==> src/rtl/trunc_poly_matrix_multiply_assert.svh <==
// assertion macros used by the rtl datapath
`ifndef TRUNC_POLY_MATRIX_MULTIPLY_ASSERT_SVH
`define TRUNC_POLY_MATRIX_MULTIPLY_ASSERT_SVH

// same-cycle implication, checked on every rising edge outside reset
`define TPM_ASSERT_SAME(label, ante, cons) \
  label: assert property (@(posedge clk) disable iff (rst) (ante) |-> (cons)) \
    else $error("trunc_poly_matrix_multiply assertion failed");

// next-cycle implication
`define TPM_ASSERT_NEXT(label, ante, cons) \
  label: assert property (@(posedge clk) disable iff (rst) (ante) |=> (cons)) \
    else $error("trunc_poly_matrix_multiply assertion failed");

`endif

==> src/rtl/tpm_pkg.sv <==
// shared constants, codes and types of the truncated polynomial matrix product
`default_nettype none
package tpm_pkg;

  localparam int COEFF_BITS     = 32;
  localparam int FRAC_BITS      = 30;
  localparam int DEF_MAX_DIM    = 16;
  localparam int DEF_MAX_DEGREE = 31;
  localparam int IDX_W          = 6;
  localparam int CMP_W          = 8;
  localparam int CFG_W          = 5;

  localparam logic [COEFF_BITS-1:0] COEFF_MAX = '1;

  localparam logic [1:0] CMD_WR_A = 2'd0;
  localparam logic [1:0] CMD_WR_B = 2'd1;
  localparam logic [1:0] CMD_READ = 2'd2;

  localparam logic REG_DIM    = 1'b0;
  localparam logic REG_DEGREE = 1'b1;

  localparam logic [CFG_W-1:0] DIM_RESET    = 5'd16;
  localparam logic [CFG_W-1:0] DEGREE_RESET = 5'd31;

  typedef enum logic [1:0] {
    ST_IDLE,
    ST_ISSUE,
    ST_DRAIN,
    ST_EMIT
  } ctrl_state_t;

  typedef struct packed {
    logic             wr_a;
    logic             wr_b;
    logic             load_entry;
    logic [CMP_W-1:0] dim;
    logic             issue;
    logic [IDX_W-1:0] m;
    logic [IDX_W-1:0] j;
    logic [IDX_W-1:0] d;
    logic             out_load;
    logic             out_last;
  } dp_cmd_t;

  typedef struct packed {
    logic busy;
    logic out_free;
    logic in_range;
  } dp_status_t;

endpackage
`default_nettype wire

==> src/rtl/tpm_ctrl.sv <==
// controller: config registers, loop counters and sequencing state machine
`default_nettype none
module tpm_ctrl #(
  parameter int MAX_DIM    = tpm_pkg::DEF_MAX_DIM,
  parameter int MAX_DEGREE = tpm_pkg::DEF_MAX_DEGREE
) (
  input  wire                      clk,
  input  wire                      rst,
  input  wire                      in_valid,
  input  wire [1:0]                in_command,
  output logic                     in_ready,
  input  wire                      cfg_we,
  input  wire                      cfg_index,
  input  wire [tpm_pkg::CFG_W-1:0] cfg_data,
  input  tpm_pkg::dp_status_t      stat,
  output tpm_pkg::dp_cmd_t         cmd
);
  import tpm_pkg::*;

  localparam int RW = (MAX_DIM > 1) ? $clog2(MAX_DIM) : 1;
  localparam int DW = $clog2(MAX_DEGREE + 1);

  ctrl_state_t      state, state_next;
  logic [CFG_W-1:0] cfg_dim;
  logic [CFG_W-1:0] cfg_degree;
  logic [RW-1:0]    dim_last, dim_last_next;
  logic [DW-1:0]    top, top_next;
  logic [RW-1:0]    m, m_next;
  logic [DW-1:0]    j, j_next;
  logic [DW-1:0]    d, d_next;
  logic             zero_entry, zero_entry_next;
  logic [CMP_W-1:0] dim_sat;
  logic [CMP_W-1:0] top_sat;

  // registers clamped to their legal ranges when a read starts
  assign dim_sat = (cfg_dim == '0) ? CMP_W'(1) :
                   ((CMP_W'(cfg_dim) > CMP_W'(MAX_DIM)) ? CMP_W'(MAX_DIM) : CMP_W'(cfg_dim));
  assign top_sat = (cfg_degree == '0) ? CMP_W'(1) :
                   ((CMP_W'(cfg_degree) > CMP_W'(MAX_DEGREE)) ? CMP_W'(MAX_DEGREE) :
                    CMP_W'(cfg_degree));

  always_ff @(posedge clk) begin
    if (rst) begin
      state      <= ST_IDLE;
      cfg_dim    <= DIM_RESET;
      cfg_degree <= DEGREE_RESET;
      dim_last   <= '0;
      top        <= '0;
      m          <= '0;
      j          <= '0;
      d          <= '0;
      zero_entry <= 1'b0;
    end else begin
      state      <= state_next;
      dim_last   <= dim_last_next;
      top        <= top_next;
      m          <= m_next;
      j          <= j_next;
      d          <= d_next;
      zero_entry <= zero_entry_next;
      if (cfg_we) begin
        case (cfg_index)
          REG_DIM:    cfg_dim <= cfg_data;
          REG_DEGREE: cfg_degree <= cfg_data;
          default:    ;
        endcase
      end
    end
  end

  always_comb begin
    state_next      = state;
    dim_last_next   = dim_last;
    top_next        = top;
    m_next          = m;
    j_next          = j;
    d_next          = d;
    zero_entry_next = zero_entry;
    in_ready        = 1'b0;
    cmd             = '0;
    cmd.dim         = dim_sat;
    cmd.m           = IDX_W'(m);
    cmd.j           = IDX_W'(j);
    cmd.d           = IDX_W'(d);
    case (state)
      ST_IDLE: begin
        in_ready = 1'b1;
        if (in_valid) begin
          case (in_command)
            CMD_WR_A: cmd.wr_a = 1'b1;
            CMD_WR_B: cmd.wr_b = 1'b1;
            CMD_READ: begin
              cmd.load_entry  = 1'b1;
              dim_last_next   = RW'(dim_sat - CMP_W'(1));
              top_next        = DW'(top_sat);
              m_next          = '0;
              j_next          = '0;
              d_next          = '0;
              zero_entry_next = !stat.in_range;
              state_next      = stat.in_range ? ST_ISSUE : ST_EMIT;
            end
            default: ;
          endcase
        end
      end
      ST_ISSUE: begin
        cmd.issue = 1'b1;
        if (j == d) begin
          j_next = '0;
          if (m == dim_last) begin
            m_next     = '0;
            state_next = ST_DRAIN;
          end else begin
            m_next = m + RW'(1);
          end
        end else begin
          j_next = j + DW'(1);
        end
      end
      ST_DRAIN: begin
        if (!stat.busy) state_next = ST_EMIT;
      end
      ST_EMIT: begin
        if (stat.out_free) begin
          cmd.out_load = 1'b1;
          cmd.out_last = (d == top);
          if (d == top) begin
            state_next = ST_IDLE;
          end else begin
            d_next     = d + DW'(1);
            state_next = zero_entry ? ST_EMIT : ST_ISSUE;
          end
        end
      end
      default: state_next = ST_IDLE;
    endcase
  end

endmodule
`default_nettype wire

==> config.mk <==
export PLATFORM = sky130hd
export DESIGN_NAME = tpm_ctrl
export DESIGN_NICKNAME = d
export VERILOG_FILES = /design/src/rtl/trunc_poly_matrix_multiply_assert.svh /design/src/rtl/tpm_pkg.sv /design/src/rtl/tpm_ctrl.sv
export SDC_FILE = /design/constraint.sdc
export NUM_CORES = 1
export LEC_CHECK = 0
export ABC_AREA = 0
export ABC_CLOCK_PERIOD_IN_PS = 1650
export BUFFER_PORTS_ARGS = -buffer_cell sky130_fd_sc_hd__buf_2
export CELL_PAD_IN_SITES_DETAIL_PLACEMENT = 0
export CELL_PAD_IN_SITES_GLOBAL_PLACEMENT = 1
export CORE_MARGIN = 2
export CORE_UTILIZATION = 35
export CTS_BUF_LIST = sky130_fd_sc_hd__clkbuf_16
export DETAILED_ROUTE_END_ITERATION = 7
export PLACE_DENSITY = 0.82
export SLEW_MARGIN = 20
export SYNTH_ARGS = -nofsm -noshare
export SYNTH_HDL_FRONTEND = slang
export SYNTH_SLANG_ARGS = --single-unit
==> constraint.sdc <==
create_clock -name clk -period 1.65 [get_ports clk]
set_input_delay 0.2475 -clock clk [delete_from_list [all_inputs] [get_ports clk]]
set_output_delay 0.2475 -clock clk [all_outputs]
set_load 0.02 [all_outputs]
==> metrics.md, run 1 <==
| Metric | Value |
|---|---|
| Status | finished with violations |
| Failing checks | setup timing |
| Initial antenna violation count | 0 |
| Post-cts hold buffer count | 0 |
| Die W | 77.5 microns |
| Drt first-iter violations | 68 |
| Total of flip-flops plus latches after synthesis | 36 |
| Sink Count | 36 |
| Share of cells above drive strength 1 | 0.337 |
| Post-synth EDFFs | 0 |
| IO buf count | 40 |
| First-pass GRT wire length | 7.78 mm |
| GP Congestion | 0.788 |
| Fin Setup TNS | -0.0519 ns |
| Core area | 5170 sq um |
| Fmax achieved | 588 MHz |
| Yosys cell types | 44 |
| Period minus WS final | 1.70 ns |
| # IOs | 48 |
| R2R Setup Slk | 0.03 ns |
| R2R cell count | 5 |
| Pins over their slew limit | 0 |
| Avg WL per Cell | 13.1 microns |
| TritonCTS clock tree | yes |
| Grt ovf | 0 |
| Drt total wl | 4.61 mm |
| CP Max Fanout | 4 |
| CP Data Arrival Time | 1.45 ns |
| CTS buffer count | 5 |
| Critical Path RT | 1.40 ns |
| Total die area | 6010 sq um |
| Initial Util | 0.366 |
| Fin. Hold Viols | 0 |
| CP cell instances | xnor2_1 -> nand3_2 -> or2_4 -> nor2_1 -> buf_4 |
| CTS Buffer Depth | 2 |
| Setup slack after layout | -0.0519 ns |
| Delay of the slowest critical-path stage | 0.33 ns |
| Worst path slowest cell | dfxtp_2 |
| Post-Syn Instances | 222 |
| Endpoint class of the critical path | primary output |
| Number of max-cap violations | 0 |
| Cell Rows | 26 |
| Antenna-violating nets left | 0 |
| Commonest non-fill, non-tap cell in the layout | buf_2 |
| Crit share post-route | 1.03 |
| Syn. warnings | 0 |
| Die height | 77.5 microns |
| # diodes | 0 |
| Layout Cells excl Fill | 352 |
| H-tree levels | 2 |
| Skew-Pair Late Insertion Delay | 0.28 ns |
| Pre-CTS setup slack | 0.00259 ns |
| Clk pin slew, worst setup/hold paths | 0.06 ns |
| Total number of vias | 1738 |
| Worst min path class | in2reg |
| RSZ-0062 raised after global routing | yes |
| Layout Utilization | 0.487 |
| Crit start category | flip-flop |
| Number of global-route vias before repair | 1675 |
| Post-synth top flop | dfxtp_1 |
| Area Overhead vs Synth | 33.2% |
| Design Area, Final | 2520 sq um |
| Tot GR Track Use | 0.161 |
| Area of the mapped netlist | 1890 sq um |
| Vias per std cell | 4.94 |
| Detailed Routing Iterations Pass 1 | 4 |
| Largest net degree at the start of global routing | 22 |
| Asr flop ratio synth | 0 |
| Placed inst area | 2300 sq um |
| Setup Crit Path Kind | reg2out |
| Placed Cells | 345 |
| Post-synthesis sequential area ratio | 0.381 |
| Hold Path Stages | 2 |
| Static Leak | 1.22 nW |
| Post-route DRC violation count | 0 |
| Avg Inst Size Synth | 8.53 sq um |
| Peak supply drop | 0.501 mV |
| Power density over the cells | 1060 nW/um^2 |
| Setup Viol. Count Final | 1 |
| Hpwl dp | 3.41 mm |
| Nets@finish | 303 |
| Clk root buf | clkbuf_16 |
| Most frequent cells in the layout | 38 x buf_2, 29 x nor2_1, 29 x dfxtp_1, 28 x buf_4, 15 x nand2_1 |
| Worst Clk Skew | 0.00640 ns |
## flip-flops by register name (all words and copies together) (netlist names)
register    cells
state           2
d               5
m               4
zero_entry      1
dim_last        4
cfg_dim         5
cfg_degree      5
j               5
top             5
## final cells by class
cell class	instances	area, sq um
Inverter	6	22.5
Clock buffer	5	125
Tap cell	70	87.6
Timing Repair Buffer	67	412
Fill cell	504	2650
Sequential cell	36	732
Multi-Input combinational cell	168	1140
## critical path, delay by kind of cell (launching register included)
| kind | cells | cell delay (ns) |
|---|---|---|
| and+or+nand+nor | 3 | 0.49 |
| DFF | 1 | 0.33 |
| xor gates and xnor gates | 1 | 0.21 |
| buffers and inverters | 1 | 0.15 |
## final timing paths
check / to / start
setup reg to reg: m[3]$_SDFFE_PP0P_ / d[1]$_SDFFE_PP0P_
hold reg to reg: cfg_degree[0]$_SDFFE_PP1P_ / cfg_degree[0]$_SDFFE_PP1P_
hold / removal: zero_entry$_SDFFE_PP0P_ / stat[0]
setup / recovery: cmd[0] / d[1]$_SDFFE_PP0P_
## Yosys cell counts, types with 5 or more instances
library cell,count,area [sq um]
a211o_1,6,52.6
a211oi_1,5,37.5
a21oi_1,7,35.0
and3_1,5,31.3
buf_4,8,60.1
clkbuf_1,6,22.5
dfxtp_1,36,721
inv_1,6,22.5
mux2i_1,9,90.1
nand2_1,15,56.3
nand2b_1,5,31.3
nand3_1,9,45.0
nor2_1,30,113
o21ai_0,9,45.0
xnor2_1,6,52.6
xor2_1,10,87.6
## timing repair
action,CTS,global route
cloned,0,0
endpoints found under the setup margin,5,12
resized for setup,9,8
buffers inserted,1,1
pin swaps,3,3
## layer usage
layer  share of wire  global-route usage  wire (microns)  vias to the layer above
met5               0                   0               0                        -
met4           0.017              0.0536              80                        0
met3           0.040              0.0407             185                        8
met2            0.48               0.270            2230                       35
met1            0.46               0.201            2110                      802
li1                -                   -               -                      893
## power by group
| part | total (mW) | internal (mW) | switching, mW |
|---|---|---|---|
| clock | 0.854 | 0.533 | 0.321 |
| combinational | 0.787 | 0.360 | 0.427 |
| sequential | 1.02 | 0.940 | 0.0809 |
## stage by stage
step | hold slack (ns) | power [mW]
after floorplan | 0.343 | 1.51
after global placement | 0.451 | 1.72
after detailed placement | 0.460 | 1.73
after CTS | 0.173 | 2.61
after global routing | 0.188 | 2.82
final | 0.176 | 2.66
## logic make-up (layout without fill, tap and decap cells)
logic type      count (synthesis)  in the layout  synth area share
xor+xnor                       16             16            0.0740
other cells                     1              7           0.00198
compound gates                 45             45             0.169
simple gates                   87             87             0.234
fa+ha+maj                       4              4            0.0264
flops                          36             36             0.381
buf+inv                        24             78            0.0661
mux                             9              9            0.0476
No activity file was read; power rests on OpenSTA's default activity.
==> run 2, diff against run 1 <==
- CORE_UTILIZATION: 35 -> 36
- CTS_BUF_LIST: sky130_fd_sc_hd__clkbuf_16 -> sky130_fd_sc_hd__clkbuf_8
- PLACE_DENSITY: 0.82 -> unset
- PLACE_DENSITY_LB_ADDON: unset -> 0.1
==> run 2 against run 1 <==
  * The run still ends with setup timing left
  * Combinational power is 3.0% higher
  * Global-route usage decreased by 0.15 points
  * Clock power is 22% lower
  * Worst hold slack got worse by 0.0092 ns
  * Die area down 2.6%
  * Sequential power about the same
  * Final cell count is 1.1% higher
  * Sequential share of layout area up 0.22 points
  * Core utilization rose by 1.4 points
  * Power fell by 6.2%
  * Worst setup slack gained 0.044 ns
  * Critical endpoint unchanged
==> metrics.md, run 2 (synthesized netlist as in run 1, its figures left out) <==
| Metric | Value |
|---|---|
| Status | finished with violations |
| Failing checks | setup timing |
| Endpoint class of the critical path | primary output |
| Number of max-cap violations | 0 (unchanged) |
| R2R Path Start | d[2]$_SDFFE_PP0P_ |
| Hold Path Stages | 2 (unchanged) |
| Area Overhead vs Synth | 34.4% |
| Pint | 1.68 mW (-8.1%) |
| Setup Crit Path Kind | reg2out |
| Crit start category | flip-flop |
| Core area | 5070 sq um (-1.9%) |
| Worst Clk Skew | 0.00773 ns (+0.00134 ns) |
| Worst path slowest cell | dfxtp_4 |
| R2R cell count | 5 (unchanged) |
| CTS buffer count | 5 (unchanged) |
| Fin. Hold Viols | 0 (unchanged) |
| TritonCTS clock tree | yes |
| First-pass GRT wire length | 7.59 mm (-2.4%) |
| Hpwl dp | 3.42 mm (+0.24%) |
| Critical Path RT | 1.40 ns (about the same) |
| Worst hold margin | 0.167 ns (-0.00919 ns) |
| Worst Setup EP | cmd[0] |
| CTS Buffer Depth | 2 (unchanged) |
| Logic pwr share | 0.325 (+0.029) |
| Psw | 812 uW (-2.0%) |
| RR Endpoint | m[3]$_SDFFE_PP0P_ |
| Die height | 76.5 microns (-1.3%) |
| H-tree levels | 2 (unchanged) |
| Antenna-violating nets left | 0 (unchanged) |
| Static Leak | 1.21 nW (-0.61%) |
| Grt ovf | 0 (unchanged) |
| RSZ-0062 raised after global routing | yes |
| Setup Viol. Count Final | 2 (+1) |
| Layout Cells excl Fill | 356 (+1.1%) |
| Setup slack after layout | -0.00807 ns (+0.0439 ns) |
| Clk root buf | clkbuf_8 |
| Nets@finish | 305 (+0.66%) |
| Power density over the cells | 980 nW/um^2 (-7.1%) |
| # IOs | 48 (unchanged) |
| Initial Util | 0.373 (+0.00704) |
| # diodes | 0 (unchanged) |
| R2R Setup Slk | -0.008 ns (-0.04 ns) |
| Commonest non-fill, non-tap cell in the layout | buf_2 |
| Total die area | 5850 sq um (-2.6%) |
| Crit path max-delay family | simple AND/OR/NAND/NOR gates |
| Pins over their slew limit | 0 (unchanged) |
| Crit share post-route | 1.00 (-0.0266) |
| Total number of vias | 1756 (+1.0%) |
| Period minus WS final | 1.66 ns (-0.0439 ns) |
| Drt first-iter violations | 60 (-12%) |
| Sw frac | 0.325 (+0.0140) |
| Tot GR Track Use | 0.159 (-0.00148) |
| Share of cells above drive strength 1 | 0.388 (+0.0512) |
| Clk pwr share | 0.267 (-0.054) |
| Worst min path class | in2reg |
| CP Max Fanout | 4 (unchanged) |
| Peak supply drop | 0.392 mV (-22%) |
| Drt total wl | 4.55 mm (-1.2%) |
| Die W | 76.5 microns (-1.3%) |
| Delay of the slowest critical-path stage | 0.36 ns (+0.03 ns) |
| Layout Utilization | 0.501 (+0.0141) |
| Largest net degree at the start of global routing | 21 (-4.5%) |
| Most frequent cells in the layout | 39 x buf_2, 28 x buf_4, 27 x nor2_1, 25 x dfxtp_1, 15 x nand2_1 |
| CP cell instances | xnor2_2 -> nand3_2 -> or2_4 -> nor2_4 -> buf_6 |
| GP Congestion | 0.798 (+1.4%) |
| Fmax achieved | 603 MHz (+2.6%) |
| Clk pin slew, worst setup/hold paths | 0.07 ns (about the same) |
| Crit path buffers/inverters | 1 (unchanged) |
| Sink Count | 36 (unchanged) |
| Crit path depth | 5 (unchanged) |
| Fillcell total | 535 (+6.2%) |
| CP Data Arrival Time | 1.41 ns (-0.04 ns) |
| Skew-Pair Late Insertion Delay | 0.28 ns (about the same) |
| Number of global-route vias before repair | 1622 (-3.2%) |
| Post-route DRC violation count | 0 (unchanged) |
| Placed Cells | 344 (-0.29%) |
| IO buf count | 40 (unchanged) |
| Detailed Routing Iterations Pass 1 | 4 (unchanged) |
| Avg WL per Cell | 12.8 microns (-2.3%) |
| Vias per std cell | 4.93 (about the same) |
| Initial antenna violation count | 0 (unchanged) |
| Crit path from | d[3]$_SDFFE_PP0P_ |
| Cell Rows | 26 (unchanged) |
| Seq pwr share | 0.408 (+0.024) |
## run 2: cell count changes in the layout (fill, tap and decap cells not counted), sizes merged
cell,before,now
clkbuf,5,7
buf,67,69
## run 2: worst min path at each step
stage	slack, ns	endpoint	startpoint
after floorplan	0.34	zero_entry$_SDFFE_PP0P_	stat[0]
after global placement	0.45	cfg_degree[0]$_SDFFE_PP1P_	cfg_degree[0]$_SDFFE_PP1P_
after detailed placement	0.46	cfg_degree[0]$_SDFFE_PP1P_	cfg_degree[0]$_SDFFE_PP1P_
after CTS	0.16	zero_entry$_SDFFE_PP0P_	stat[0]
after global routing	0.16	zero_entry$_SDFFE_PP0P_	stat[0]
final	0.17	zero_entry$_SDFFE_PP0P_	stat[0]
## run 2: power groups by stage
stage	Combinational (mW)	Clock, mW	Sequential, mW
global placement	0.718	0	1.02
CTS	0.767	0.693	1.00
detailed placement	0.723	0	1.02
floorplan	0.523	0	0.992
finish	0.811	0.667	1.02
global route	0.882	0.733	1.03
## run 2: worst reg2reg max path, cell delays in order (launching register included)
cell and delay, ns:
dfxtp_4 0.38, xor2_1 0.17, nor3_2 0.26, a31oi_2 0.15
or4_4 0.50, a21oi_2 0.14
## run 2: layer usage
metal | vias up | GRT usage | routed length (microns)
li1 | 898 | - | -
met1 | 820 | 0.206 | 2220
met2 | 34 | 0.265 | 2130
met3 | 4 | 0.0320 | 173
met4 | 0 | 0.0545 | 31
met5 | - | 0 | 0
## run 2: layout make-up
cell class	instances	area, sq um	area share
Tap cell	70	87.6	0.0344
Timing Repair Buffer	69	428	0.168
Inverter	6	22.5	0.00885
Sequential cell	36	744	0.293
Clock buffer	7	96.3	0.0379
Multi-Input combinational cell	168	1170	0.458
## run 2: through the flow
step / TNS, ns / power, mW / area, sq um / setup slack (ns)
CTS: -0.0174 / 2.46 / 2440 / -0.0174
floorplan: -0.0213 / 1.51 / 1930 / -0.0213
global placement: 0 / 1.74 / 2300 / 0.0247
detailed placement: -0.0316 / 1.74 / 2300 / -0.0308
global route: -0.254 / 2.64 / 2540 / -0.0853
finish: -0.0139 / 2.50 / 2540 / -0.00807
## run 2: repair_timing
item	4_1_cts	5_1_grt
gates resized for setup	10	21
setup buffers	3	2
pin swaps	6	6
gates cloned	0	0
setup endpoints to repair	5	12
hold buffers	0	0
